===== config.mk =====
export PLATFORM = sky130hd
export DESIGN_NAME = stepper_speed_regulator_unit_flat
export DESIGN_NICKNAME = d
export VERILOG_FILES = /design/src/design/ssr_pkg.sv /design/src/design/ssr_if.sv /design/src/design/ssr_rsp_if.sv /design/src/design/ssr_delay.sv /design/src/design/stepper_speed_regulator_unit.sv /design/src/flat_wrapper.sv
export SDC_FILE = /design/constraint.sdc
export NUM_CORES = 2
export LEC_CHECK = 0
export BUFFER_PORTS_ARGS = -buffer_cell sky130_fd_sc_hd__buf_2
export CORE_ASPECT_RATIO = 1.4
export CORE_UTILIZATION = 63
export CTS_CLUSTER_SIZE = 30
export DETAILED_ROUTE_END_ITERATION = 7
export PLACE_DENSITY = 0.88
export SLEW_MARGIN = 40
export SYNTH_ARGS = -nofsm -noshare
export SYNTH_HDL_FRONTEND = slang
export SYNTH_SLANG_ARGS = --single-unit

===== constraint.sdc =====
create_clock -name i_clk -period 14.32 [get_ports i_clk]
set_input_delay 0.716 -clock i_clk [delete_from_list [all_inputs] [get_ports i_clk]]
set_output_delay 0.716 -clock i_clk [all_outputs]
set_load 0.03 [all_outputs]

===== src/design/ssr_pkg.sv =====
package ssr_pkg;

    localparam int AXES = 4;
    localparam int AXW = 2;

    typedef enum logic [1:0] {
        CMD_STEP  = 2'd0,
        CMD_LOAD  = 2'd1,
        CMD_START = 2'd2,
        CMD_NONE  = 2'd3
    } t_cmd;

    typedef enum logic [1:0] {
        REG_TARGET = 2'd0,
        REG_SCALE  = 2'd1,
        REG_MARGIN = 2'd2,
        REG_WATCH  = 2'd3
    } t_reg;

    typedef struct packed {
        logic [1:0]  cmd;
        logic [1:0]  axis;
        logic [31:0] end_load;
        logic [31:0] jerk_load;
        logic [3:0]  neg_mask;
        logic [31:0] axis_steps;
        logic [7:0]  elapsed;
    } t_req;

    typedef struct packed {
        logic [31:0] delay;
        logic [31:0] speed;
        logic        regulating;
        logic [31:0] end_bound;
    } t_rsp;

    typedef struct packed {
        logic        start;
        logic [31:0] value;
    } t_sqrt_req;

endpackage


===== src/design/ssr_if.sv =====
interface ssr_req_if;
    logic          valid;
    logic          ready;
    ssr_pkg::t_req payload;
    modport source (output valid, output payload, input ready);
    modport sink (input valid, input payload, output ready);
endinterface


===== src/design/ssr_rsp_if.sv =====
interface ssr_rsp_if;
    logic          valid;
    logic          ready;
    ssr_pkg::t_rsp payload;
    modport source (output valid, output payload, input ready);
    modport sink (input valid, input payload, output ready);
endinterface


===== src/design/ssr_delay.sv =====
// Computes scale / isqrt(value), scale when the root is zero, one bit per cycle.
module ssr_delay (
    input  logic              i_clk,
    input  logic              i_rst_n,
    input  ssr_pkg::t_sqrt_req i_req,
    input  logic [31:0]       i_scale,
    output logic              o_done,
    output logic [31:0]       o_delay
);
    typedef enum logic [2:0] {
        S_IDLE = 3'b001,
        S_SQRT = 3'b010,
        S_DIV  = 3'b100
    } t_state;

    t_state      r_state, n_state;
    logic [31:0] r_v, n_v;
    logic [31:0] r_res, n_res;
    logic [31:0] r_bit, n_bit;
    logic [31:0] r_q, n_q;
    logic [32:0] r_rem, n_rem;
    logic [4:0]  r_cnt, n_cnt;
    logic        r_done, n_done;
    logic [32:0] w_sum;
    logic [32:0] w_shift;

    assign w_sum   = {1'b0, r_res} + {1'b0, r_bit};
    assign w_shift = {r_rem[31:0], r_q[31]};

    always_comb begin
        n_state = r_state;
        n_v = r_v;
        n_res = r_res;
        n_bit = r_bit;
        n_q = r_q;
        n_rem = r_rem;
        n_cnt = r_cnt;
        n_done = 1'b0;
        case (r_state)
            S_IDLE: begin
                if (i_req.start) begin
                    n_v = i_req.value;
                    n_res = '0;
                    n_bit = 32'h4000_0000;
                    n_state = S_SQRT;
                end
            end
            S_SQRT: begin
                if (r_bit == '0) begin
                    if (r_res == '0) begin
                        n_q = i_scale;
                        n_done = 1'b1;
                        n_state = S_IDLE;
                    end else begin
                        n_q = i_scale;
                        n_rem = '0;
                        n_cnt = 5'd31;
                        n_state = S_DIV;
                    end
                end else begin
                    if ({1'b0, r_v} >= w_sum) begin
                        n_v = r_v - w_sum[31:0];
                        n_res = (r_res >> 1) + r_bit;
                    end else begin
                        n_res = r_res >> 1;
                    end
                    n_bit = r_bit >> 2;
                end
            end
            S_DIV: begin
                if (w_shift >= {1'b0, r_res}) begin
                    n_rem = w_shift - {1'b0, r_res};
                    n_q = {r_q[30:0], 1'b1};
                end else begin
                    n_rem = w_shift;
                    n_q = {r_q[30:0], 1'b0};
                end
                n_cnt = r_cnt - 5'd1;
                if (r_cnt == '0) begin
                    n_done = 1'b1;
                    n_state = S_IDLE;
                end
            end
            default: n_state = S_IDLE;
        endcase
    end

    always_ff @(posedge i_clk) begin
        if (!i_rst_n) begin
            r_state <= S_IDLE;
            r_done <= 1'b0;
        end else begin
            r_state <= n_state;
            r_done <= n_done;
        end
        r_v <= n_v;
        r_res <= n_res;
        r_bit <= n_bit;
        r_q <= n_q;
        r_rem <= n_rem;
        r_cnt <= n_cnt;
    end

    assign o_done  = r_done;
    assign o_delay = r_q;

    a_done_from_busy: assert property (@(posedge i_clk) disable iff (!i_rst_n)
        r_done |-> $past(r_state != S_IDLE)) else $error("done without work");
    a_no_restart: assert property (@(posedge i_clk) disable iff (!i_rst_n)
        (r_state == S_DIV) |=> (r_state == S_DIV || r_state == S_IDLE))
        else $error("divide left wrongly");
    a_sqrt_bit: assert property (@(posedge i_clk) disable iff (!i_rst_n)
        (r_state == S_SQRT) |-> $countones(r_bit) <= 1) else $error("bad sqrt bit");
endmodule


===== src/design/stepper_speed_regulator_unit.sv =====
// Stepper speed regulator.
// Requests arrive on i_req (valid/ready): a sub-movement step, a load of one
// axis's end and jerk distances, or a start. Every request yields exactly one
// response on o_rsp with the step delay, speed distance, regulation flag and
// largest absolute end distance.
// Configuration registers are written through i_cfg_we, i_cfg_idx and
// i_cfg_data; the user must do this while the block is idle, not enforced.
// A load, a start or an unused command presents its response after S_BOUND
// has scanned the axes in turn for the end bound. A sub-movement updates the
// axes in S_AXIS and decides in S_DEC, and responds from there when the speed
// is unchanged. A speed change runs the square root and divide unit in S_WAIT;
// when the root is zero the divide is skipped and the delay is the scale.
// One request is handled at a time; ready is low from acceptance until the
// response is taken, so a stalled receiver holds the response and the block.
// With a ready receiver the block goes from S_RESP back to S_IDLE, where the
// next request is accepted.
// Reset clears all distances, speed, delay and flags; increasing resets to one.
module stepper_speed_regulator_unit (
    input  logic        i_clk,
    input  logic        i_rst_n,
    ssr_req_if.sink     i_req,
    ssr_rsp_if.source   o_rsp,
    input  logic        i_cfg_we,
    input  logic [1:0]  i_cfg_idx,
    input  logic [31:0] i_cfg_data
);
    typedef enum logic [5:0] {
        S_IDLE  = 6'b000001,
        S_AXIS  = 6'b000010,
        S_DEC   = 6'b000100,
        S_WAIT  = 6'b001000,
        S_RESP  = 6'b010000,
        S_BOUND = 6'b100000
    } t_state;

    t_state        r_state, n_state;
    ssr_pkg::t_req r_req, n_req;
    logic [31:0]   r_end [ssr_pkg::AXES];
    logic [31:0]   r_jerk [ssr_pkg::AXES];
    logic [31:0]   n_end_w, n_jerk_w;
    logic          w_wr;
    logic [ssr_pkg::AXW-1:0] r_ax, n_ax;
    logic [31:0]   r_eb, n_eb, r_jm, n_jm;
    logic [31:0]   r_speed, n_speed, r_delay, n_delay;
    logic          r_en, n_en, r_inc, n_inc, r_skip, n_skip;
    logic [31:0]   r_target, r_scale, r_margin;
    logic          r_watch;
    logic          r_valid, n_valid;
    ssr_pkg::t_sqrt_req w_sq;
    logic          w_sq_done;
    logic [31:0]   w_sq_delay;
    logic [31:0]   w_cnt, w_e, w_j, w_ea, w_ja, w_jb;
    logic [32:0]   w_jsum, w_up;
    logic          w_slow;

    always_ff @(posedge i_clk) begin
        if (!i_rst_n) begin
            r_target <= '0;
            r_scale <= '0;
            r_margin <= '0;
            r_watch <= 1'b0;
        end else if (i_cfg_we) begin
            case (ssr_pkg::t_reg'(i_cfg_idx))
                ssr_pkg::REG_TARGET: r_target <= i_cfg_data;
                ssr_pkg::REG_SCALE:  r_scale <= i_cfg_data;
                ssr_pkg::REG_MARGIN: r_margin <= i_cfg_data;
                ssr_pkg::REG_WATCH:  r_watch <= i_cfg_data[0];
                default: ;
            endcase
        end
    end

    ssr_delay u_delay (
        .i_clk(i_clk), .i_rst_n(i_rst_n), .i_req(w_sq), .i_scale(r_scale),
        .o_done(w_sq_done), .o_delay(w_sq_delay)
    );

    assign w_cnt = {24'd0, r_req.axis_steps[8*r_ax +: 8]};
    assign w_e = r_req.neg_mask[r_ax] ? r_end[r_ax] + w_cnt : r_end[r_ax] - w_cnt;
    assign w_j = r_req.neg_mask[r_ax] ? r_jerk[r_ax] + w_cnt : r_jerk[r_ax] - w_cnt;
    assign w_ea = (r_state == S_AXIS) ? (w_e[31] ? 32'd0 - w_e : w_e)
                : (r_end[r_ax][31] ? 32'd0 - r_end[r_ax] : r_end[r_ax]);
    assign w_ja = w_j[31] ? 32'd0 - w_j : w_j;
    assign w_jsum = {1'b0, r_jm} + {1'b0, r_margin};
    assign w_jb = w_jsum[32] ? 32'hFFFF_FFFF : w_jsum[31:0];
    assign w_up = {1'b0, r_speed} + {24'd0, r_req.elapsed};
    assign w_slow = r_delay > r_target;

    always_comb begin
        n_state = r_state;
        n_req = r_req;
        n_ax = r_ax;
        n_eb = r_eb;
        n_jm = r_jm;
        n_speed = r_speed;
        n_delay = r_delay;
        n_en = r_en;
        n_inc = r_inc;
        n_skip = r_skip;
        n_valid = r_valid;
        w_wr = 1'b0;
        n_end_w = w_e;
        n_jerk_w = w_j;
        w_sq.start = 1'b0;
        case (r_state)
            S_IDLE: begin
                if (i_req.valid) begin
                    n_req = i_req.payload;
                    n_ax = '0;
                    n_eb = '0;
                    n_jm = '0;
                    case (ssr_pkg::t_cmd'(i_req.payload.cmd))
                        ssr_pkg::CMD_STEP: n_state = S_AXIS;
                        ssr_pkg::CMD_LOAD: n_state = S_BOUND;
                        ssr_pkg::CMD_START: begin
                            n_en = 1'b1;
                            if (r_speed == '0) n_delay = r_scale;
                            n_state = S_BOUND;
                        end
                        default: n_state = S_BOUND;
                    endcase
                    if (i_req.payload.cmd == ssr_pkg::CMD_LOAD) begin
                        w_wr = 1'b1;
                        n_end_w = i_req.payload.end_load;
                        n_jerk_w = i_req.payload.jerk_load;
                    end
                end
            end
            S_AXIS: begin
                w_wr = 1'b1;
                if (w_ea > r_eb) n_eb = w_ea;
                if (w_ja > r_jm) n_jm = w_ja;
                n_ax = r_ax + 1'b1;
                if (r_ax == ssr_pkg::AXW'(ssr_pkg::AXES - 1)) n_state = S_DEC;
            end
            S_DEC: begin
                n_state = S_RESP;
                if (r_eb < r_speed || (r_watch && w_jb < r_speed)) begin
                    n_speed = (r_eb < r_speed) ? r_eb : w_jb;
                    n_en = 1'b1;
                    n_inc = 1'b1;
                    n_skip = 1'b1;
                    n_state = S_WAIT;
                end else if (r_en) begin
                    if (r_skip) begin
                        n_skip = 1'b0;
                    end else if (w_slow != r_inc) begin
                        n_delay = r_target;
                        n_en = 1'b0;
                    end else if (w_slow) begin
                        n_speed = w_up[32] ? 32'hFFFF_FFFF : w_up[31:0];
                        n_inc = 1'b1;
                        n_state = S_WAIT;
                    end else begin
                        n_speed = (r_speed < {24'd0, r_req.elapsed}) ? 32'd0
                                : r_speed - {24'd0, r_req.elapsed};
                        n_inc = 1'b0;
                        n_state = S_WAIT;
                    end
                end
                if (n_state == S_WAIT) w_sq.start = 1'b1;
                else n_valid = 1'b1;
            end
            S_WAIT: begin
                if (w_sq_done) begin
                    n_delay = w_sq_delay;
                    n_valid = 1'b1;
                    n_state = S_RESP;
                end
            end
            S_BOUND: begin
                if (w_ea > r_eb) n_eb = w_ea;
                n_ax = r_ax + 1'b1;
                if (r_ax == ssr_pkg::AXW'(ssr_pkg::AXES - 1)) begin
                    n_valid = 1'b1;
                    n_state = S_RESP;
                end
            end
            S_RESP: begin
                if (o_rsp.ready) begin
                    n_valid = 1'b0;
                    n_state = S_IDLE;
                end
            end
            default: n_state = S_IDLE;
        endcase
        w_sq.value = n_speed;
    end

    always_ff @(posedge i_clk) begin
        if (!i_rst_n) begin
            r_state <= S_IDLE;
            r_speed <= '0;
            r_delay <= '0;
            r_en <= 1'b0;
            r_inc <= 1'b1;
            r_skip <= 1'b0;
            r_valid <= 1'b0;
            for (int i = 0; i < ssr_pkg::AXES; i++) begin
                r_end[i] <= '0;
                r_jerk[i] <= '0;
            end
        end else begin
            r_state <= n_state;
            r_speed <= n_speed;
            r_delay <= n_delay;
            r_en <= n_en;
            r_inc <= n_inc;
            r_skip <= n_skip;
            r_valid <= n_valid;
            if (w_wr) begin
                if (r_state == S_IDLE) begin
                    r_end[i_req.payload.axis] <= n_end_w;
                    r_jerk[i_req.payload.axis] <= n_jerk_w;
                end else begin
                    r_end[r_ax] <= n_end_w;
                    r_jerk[r_ax] <= n_jerk_w;
                end
            end
        end
        r_req <= n_req;
        r_ax <= n_ax;
        r_eb <= n_eb;
        r_jm <= n_jm;
    end

    assign i_req.ready = (r_state == S_IDLE);
    assign o_rsp.valid = r_valid;
    assign o_rsp.payload.delay = r_delay;
    assign o_rsp.payload.speed = r_speed;
    assign o_rsp.payload.regulating = r_en;
    assign o_rsp.payload.end_bound = r_eb;

    a_valid_in_resp: assert property (@(posedge i_clk) disable iff (!i_rst_n)
        r_valid |-> (r_state == S_RESP)) else $error("response outside state");
    a_hold: assert property (@(posedge i_clk) disable iff (!i_rst_n)
        (r_valid && !o_rsp.ready) |=> r_valid && $stable(r_speed))
        else $error("response dropped");
    a_no_accept_busy: assert property (@(posedge i_clk) disable iff (!i_rst_n)
        (r_state != S_IDLE) |-> !i_req.ready) else $error("ready while busy");
    a_skip_en: assert property (@(posedge i_clk) disable iff (!i_rst_n)
        $rose(r_skip) |-> r_en) else $error("skip without regulation");
endmodule


===== src/flat_wrapper.sv =====
// flat-port wrapper written by rule: the top's interface ports become plain ports
module stepper_speed_regulator_unit_flat 
  (i_clk, i_rst_n, i_cfg_we, i_cfg_idx, i_cfg_data, i_req_valid, i_req_payload, i_req_ready, o_rsp_valid, o_rsp_payload, o_rsp_ready);
  ssr_req_if i_req_i ();
  ssr_rsp_if o_rsp_i ();
  input  logic i_clk;
  input  logic i_rst_n;
  input  logic i_cfg_we;
  input  logic [1:0] i_cfg_idx;
  input  logic [31:0] i_cfg_data;
  input wire logic [$bits(i_req_i.valid)-1:0] i_req_valid;
  input wire logic [$bits(i_req_i.payload)-1:0] i_req_payload;
  output wire logic [$bits(i_req_i.ready)-1:0] i_req_ready;
  output wire logic [$bits(o_rsp_i.valid)-1:0] o_rsp_valid;
  output wire logic [$bits(o_rsp_i.payload)-1:0] o_rsp_payload;
  input wire logic [$bits(o_rsp_i.ready)-1:0] o_rsp_ready;
  assign i_req_i.valid = i_req_valid;
  assign i_req_i.payload = i_req_payload;
  assign i_req_ready = i_req_i.ready;
  assign o_rsp_valid = o_rsp_i.valid;
  assign o_rsp_payload = o_rsp_i.payload;
  assign o_rsp_i.ready = o_rsp_ready;
  stepper_speed_regulator_unit u_core (.i_clk(i_clk), .i_rst_n(i_rst_n), .i_req(i_req_i), .o_rsp(o_rsp_i), .i_cfg_we(i_cfg_we), .i_cfg_idx(i_cfg_idx), .i_cfg_data(i_cfg_data));
endmodule

# After elaboration in Yosys (flattened, before gate mapping)
# Memories as Yosys holds them, arrays and structs flattened. A register that Yosys moved wholly into a read port is not among the register bits.
# Index checks and enable logic that the tools add are counted.
# word_totals
n_memories	2
inputBits	151
ramBits	256
reg_bits	450
# mem_list
memory	depth	word_bits	read_ports	rd_ports_with_merged_regs	wr	line	rtl
u_core.r_end	4	32	1	1	4	stepper_speed_regulator_unit.sv:38	logic [31:0] r_end [ssr_pkg::AXES];
u_core.r_jerk	4	32	1	1	4	stepper_speed_regulator_unit.sv:39	logic [31:0] r_jerk [ssr_pkg::AXES];
# op_classes
mux	129
eq_ne	39
add_sub_neg	16
n_reduce_logical	40
shift	1
magnitude_cmp	9
# ops
cell	count
$mux W32	49
$pmux W32 S2	7
$reduce_or A32 Y1	4
$gt A32 B32 Y1	3
$logic_not A32 Y1	3
$pmux W32 S3	1
$sub A1 B32 Y32 const A	3
$sub A32 B8 Y32	3
$add A32 B32 Y33	2
$add A32 B8 Y32	2
$lt A32 B32 Y1	2
$sub A32 B32 Y32	2
$mux W6	10
$mux W1	39
$pmux W6 S6	1
$add A32 B8 Y33	1
$ge A32 B33 Y1	1
$ge A33 B32 Y1	1
$add A31 B32 Y32	1
$lt A32 B8 Y1	1
$shiftx A32 B6 Y8	1
$ne A2 B2 Y1 const B	15
$reduce_and A3 Y1	6
$reduce_and A2 Y1	8
36 further kinds	68

# Longest topological paths before layout
# logic_depth
ltp_word	12
mapped_depth	39
ltp_nobuf	35

# Modules after synthesis
# A second synthesis with hierarchy kept.
# unflattened
hier_cells	5642
hier_area_um2	50437.1
# modules_own_cells
mod	area_each_um2	seq_area_each_um2	instances	cells_each
stepper_speed_regulator_unit	38075.3	14453.9	1	4258
ssr_delay	12361.9	4554.4	1	1384

# Worst setup path after synthesis
# No wires, ideal clock.
# synth_path
kind	register to register
from	register u_core.r_jm[0]
to	register u_core.u_delay.r_v[0] (enable)
synth_period_minus_slack_ns	10.636
path_slack_ns	3.684
arrival_time_ns	10.166
stages_incl_launch_ff	30
cell_sequence	edfxtp_1 > ha_1 > inv_1 > fa_1 > nor2b_1 > o21ai_0 > a21boi_0 > o21ai_0 > a21boi_0 > o2111a_1 > o2111ai_1 > a21boi_0 > nand2b_1 > clkbuf_1 > or4_1 > a21oi_1 > nor3_1 > ha_1 > a21o_1 > a21o_1 > a21o_1 > a211o_1 > o211ai_1 > a21oi_1 > nor3_1 > nand2_1 > a31oi_1 > nand3b_1 > a21oi_1 > a21boi_0
# synth_between
elab_chain_len	12
# synth_rtl
element	line	rtl
from (decl)	stepper_speed_regulator_unit.sv:43	logic [31:0] r_eb, n_eb, r_jm, n_jm;
from (signal assigned)	stepper_speed_regulator_unit.sv:224	r_jm <= n_jm;
$add A32 B32 Y33	stepper_speed_regulator_unit.sv:84	assign w_jsum = {1'b0, r_jm} + {1'b0, r_margin};
$mux W32	stepper_speed_regulator_unit.sv:85	assign w_jb = w_jsum[32] ? 32'hFFFF_FFFF : w_jsum[31:0];
$lt A32 B32 Y1	stepper_speed_regulator_unit.sv:138	if (r_eb < r_speed || (r_watch && w_jb < r_speed)) begin
$logic_and A1 B1 Y1	stepper_speed_regulator_unit.sv:138	
$logic_or A1 B1 Y1	stepper_speed_regulator_unit.sv:138	
$mux W6	stepper_speed_regulator_unit.sv:138	
$mux W6	stepper_speed_regulator_unit.sv:105	case (r_state)
$eq A6 B4 Y1	stepper_speed_regulator_unit.sv:161	if (n_state == S_WAIT) w_sq.start = 1'b1;
$mux W1	stepper_speed_regulator_unit.sv:161	
$mux W1	stepper_speed_regulator_unit.sv:105	
$ne A2 B2 Y1 (no source line)	-	
$reduce_and A4 Y1 (no source line)	-	
to (signal assigned)	ssr_delay.sv:96	r_v <= n_v;
to (decl)	ssr_delay.sv:17	logic [31:0] r_v, n_v;
# No other way between the ends. The select of a mux whose other input is x is not followed.
# A chain may end at the register's enable or synchronous reset.

# Final worst setup path
# layout_path
from	register u_core.r_ax[0] (netlist name)
to	register u_core.r_jm[12] (enable)
# layout_between
elab_chain_len	8
elab_cells_between_ends	11
# layout_rtl
element	line	rtl
from (decl)	stepper_speed_regulator_unit.sv:42	logic [ssr_pkg::AXW-1:0] r_ax, n_ax;
from (signal assigned)	stepper_speed_regulator_unit.sv:222	r_ax <= n_ax;
$shiftx A32 B6 Y8 or $bmux W1 S2 (tied branches)	stepper_speed_regulator_unit.sv:78, stepper_speed_regulator_unit.sv:80	
$sub A32 B8 Y32, or another cell as far along	stepper_speed_regulator_unit.sv:80	assign w_j = r_req.neg_mask[r_ax] ? r_jerk[r_ax] + w_cnt : r_jerk[r_ax] - w_cnt;
$mux W32 *	stepper_speed_regulator_unit.sv:80	
$sub A1 B32 Y32	stepper_speed_regulator_unit.sv:83	assign w_ja = w_j[31] ? 32'd0 - w_j : w_j;
$mux W32 *	stepper_speed_regulator_unit.sv:83	
named net u_core.w_ja[17]	stepper_speed_regulator_unit.sv:52	logic [31:0] w_cnt, w_e, w_j, w_ea, w_ja, w_jb;
$gt A32 B32 Y1 *	stepper_speed_regulator_unit.sv:132	if (w_ja > r_jm) n_jm = w_ja;
$ne A2 B2 Y1 (no source line) *	-	
$reduce_and A3 Y1 (no source line) *	-	
# Mark *: on every way through the listed nets, which the timed path passes. The rest lies on a longest branch. The select of a mux whose other input is x is not followed.

==> impl_metrics.json <==
{
  "status": "complete, no violations",
  "multi_input_area_mm2": 0.0273,
  "synthToLayoutAreaGrowth_pct": 9.47,
  "max_freq_ghz": 0.105,
  "ctsRootBufferMaster": "clkbuf_16",
  "r2r_start": "u_core.r_ax[0]$_DFFE_PP_",
  "worst_slack_ns": 4.76,
  "synthTopCellsByCount": "nand2_1 (745), nor2_1 (559), edfxtp_1 (515), a21oi_1 (391), ha_1 (359)",
  "initial_utilization_pct": 64.0,
  "synth_area_leader_cell": "edfxtp_1",
  "ioPinCount": 250,
  "post_cts_buffers": 0,
  "final_util_pct": 70.1,
  "reg_top3": "u_core.r_end x128, u_core.r_jerk x128, u_core.r_req x44",
  "end_kind": "flip-flop",
  "holdPathEnd": "u_core.r_req[28]$_DFFE_PP_",
  "critPathLaunch": "u_core.r_ax[0]$_DFFE_PP_",
  "pwr-share-seq_pct": 20.6,
  "cts_hold_buf": 0,
  "synth-edff-count": 515,
  "cp.arrival_ns": 9.91,
  "fill_cells": 5649,
  "die_w_um": 236,
  "synth.cell_area_mm2": 0.0483,
  "crit_top_cell": "a21oi_1",
  "dieArea_mm2": 0.0778,
  "holdPathStages": 1,
  "worstPathMaxFanout": 32,
  "power.share.clock_pct": 14.6,
  "post-route-period-util_pct": 66.7,
  "grt_pass1_wl_mm": 241,
  "ys_seq_area_share_pct": 39.3,
  "rsz0062_at_grt": "no",
  "rows": 119,
  "drtAntennaViolNets": 0,
  "r2r_cells": 36,
  "ctsLongestPathBuffers": 3,
  "combPwrFrac_pct": 64.8,
  "required_ns": 14.67,
  "drv_cap": 0,
  "synth-async-reset-ratio_pct": 0,
  "drtIter0Drc": 4469,
  "rrSetupSlack_ns": 4.76,
  "cts_buffers": 69,
  "setup_violations": 0,
  "clk_latency_ns": 0.65,
  "internal-power_mw": 6.41,
  "io_buffers": 249,
  "p_sw_mw": 6.27,
  "clk_pin_slew_ns": 0.07,
  "fin_crit_ns": 9.56,
  "hold_start": "i_req_payload[28]",
  "htreeDepth": 3,
  "avgRoutedWirePerCell_um": 24.6,
  "num_vias": 43090,
  "startpoint_type": "flip-flop",
  "final_cell_area_mm2": 0.0529,
  "worst_slew_pin_slew_ns": 0.900,
  "clock-sinks": 692,
  "drt-total-wl_mm": 160,
  "grt_overflow": 0,
  "fin_nets": 5973,
  "finClkSkew_ns": 0.0313,
  "post-dp-hpwl_mm": 117,
  "core_mm2": 0.0755,
  "finalNonFillerCells": 6481,
  "grt_max_degree": 85,
  "gp_congestion": 1.05,
  "preCtsSetupSlack_ns": 4.55,
  "critical_path.max_stage_delay_ns": 0.60,
  "ys_ff_latch": 692,
  "slew_headroom_pct": 39.5,
  "yosys.area.top_type_share_pct": 32.0,
  "dpl_cell_area_mm2": 0.0505,
  "cts_resized": 0,
  "worstSetupPathType": "reg -> reg",
  "syn_inst": 5310,
  "synth_flop_cell": "edfxtp_1",
  "yosysMostFrequentCell": "nand2_1",
  "antenna_found_initial": 7,
  "synth_cell_types": 113,
  "p_leak_nw": 21.7,
  "cpMaxStageDelayCell": "mux4_2",
  "worstHoldPathType": "in -> reg",
  "drcViolationCount": 0,
  "ir_worst_vdd_mv": 0.192,
  "yosys-top-cells-area": "edfxtp_1 (32%), ha_1 (9.3%), dfxtp_1 (7.3%), nand2_1 (5.8%), nor2_1 (4.3%)",
  "first_pass_iters": 6,
  "grt_usage_pct": 40.3,
  "avgSynthCellArea_um2": 9.10,
  "place_inst": 6351,
  "drive_gt1_share_pct": 11.5,
  "swShare_pct": 49.4,
  "yosysWarningCount": 0,
  "vias_per_cell": 6.65,
  "r2r-end": "u_core.r_jm[12]$_SDFFCE_PN0P_",
  "grt_pass1_vias": 42255,
  "cts_tree": "built",
  "power_density_mw_per_mm2": 240,
  "hold_viol": 0,
  "final_max_slew_viol_count": 0,
  "finalSetupTns_ns": 0,
  "die_y_um": 330,
  "regArea_mm2": 0.0190,
  "syn_nets": 5827
}
==> critical path, delay by kind of cell, from the launching register on <==
kind	cells	cell delay (ns)
mux	1	0.60
xor+xnor	2	0.33
buf+inv	6	1.31
simple gates	8	1.22
flops	1	0.59
fa+ha+maj	3	1.02
compound gates	16	4.18
==> placed cells by master, fill, tap and decap left out, types with 45 or more instances in the layout <==
cell type	Yosys	final
nand2_1	745	740
nor2_1	559	549
edfxtp_1	515	515
a21oi_1	391	389
ha_1	359	359
inv_1	319	318
buf_2	10	248
o21ai_0	218	216
a21o_1	182	182
dfxtp_1	177	175
xnor2_1	176	174
xor2_1	107	107
and2_1	99	98
nor3_1	85	83
nand3_1	79	77
nand4_1	74	74
clkbuf_16	0	74
mux4_2	72	72
a31oi_1	64	64
buf_4	3	63
nor2b_1	51	51
nand2b_1	51	51
a211oi_1	50	49
o211ai_1	45	45
==> layout make-up <==
class                      instances  share of cell area (%)
sequential                       692                    36.0
timing repair buffer             318                    3.48
tap                              968                    2.29
inverter                         321                    2.29
clock inverter                    33                   0.599
multi-input combinational       4054                    51.7
antenna                            5                  0.0237
clock buffer                      90                    3.67
==> kinds of logic (layout without fill, tap and decap cells) <==
group	Yosys count	in the layout	synth area share, %
buf+inv	564	762	4.50
compound gates	1308	1308	17.7
simple gates	1948	1948	18.6
xor+xnor	291	291	5.45
mux	129	129	4.58
other cells	0	5	0
fa+ha+maj	378	378	9.84
flops	692	692	39.3
==> metal layers <==
layer / up-vias / track usage, % / share of wire, %
met5: - / 0 / 0.0063
met4: 2 / 31.9 / 8.7
met3: 674 / 7.41 / 9.6
met2: 2601 / 68.1 / 48
met1: 20334 / 45.1 / 34
li1: 19479 / - / -
==> power groups by stage <==
stage          sequential, mW  combinational (mW)  clock [mW]
2_1_floorplan            2.60                5.65           0
3_3_place_gp             2.64                7.66           0
3_5_place_dp             2.64                7.87           0
4_1_cts                  2.60                7.92        1.85
5_1_grt                  2.62                8.85        1.92
6_report                 2.61                8.22        1.85
==> through the flow <==
stage | power [mW] | hold WS [ns]
5_1_grt | 13.4 | 0.241
3_3_place_gp | 10.3 | 0.448
2_1_floorplan | 8.25 | 0.441
3_5_place_dp | 10.5 | 0.454
4_1_cts | 12.4 | 0.228
6_report | 12.7 | 0.243
==> how the worst max path moves through the flow <==
stage	slack, ns	to	cells after the start
floorplan	3.68	u_core.u_delay.r_v[0]$_DFFE_PP_	29
global placement	4.69	u_core.r_jm[19]$_SDFFCE_PN0P_	32
detailed placement	4.55	u_core.r_jm[19]$_SDFFCE_PN0P_	32
CTS	4.56	u_core.r_jm[3]$_SDFFCE_PN0P_	32
global route	4.07	u_core.r_jm[6]$_SDFFCE_PN0P_	36
finish	4.76	u_core.r_jm[12]$_SDFFCE_PN0P_	36
No activity file was read; power rests on OpenSTA's default activity.
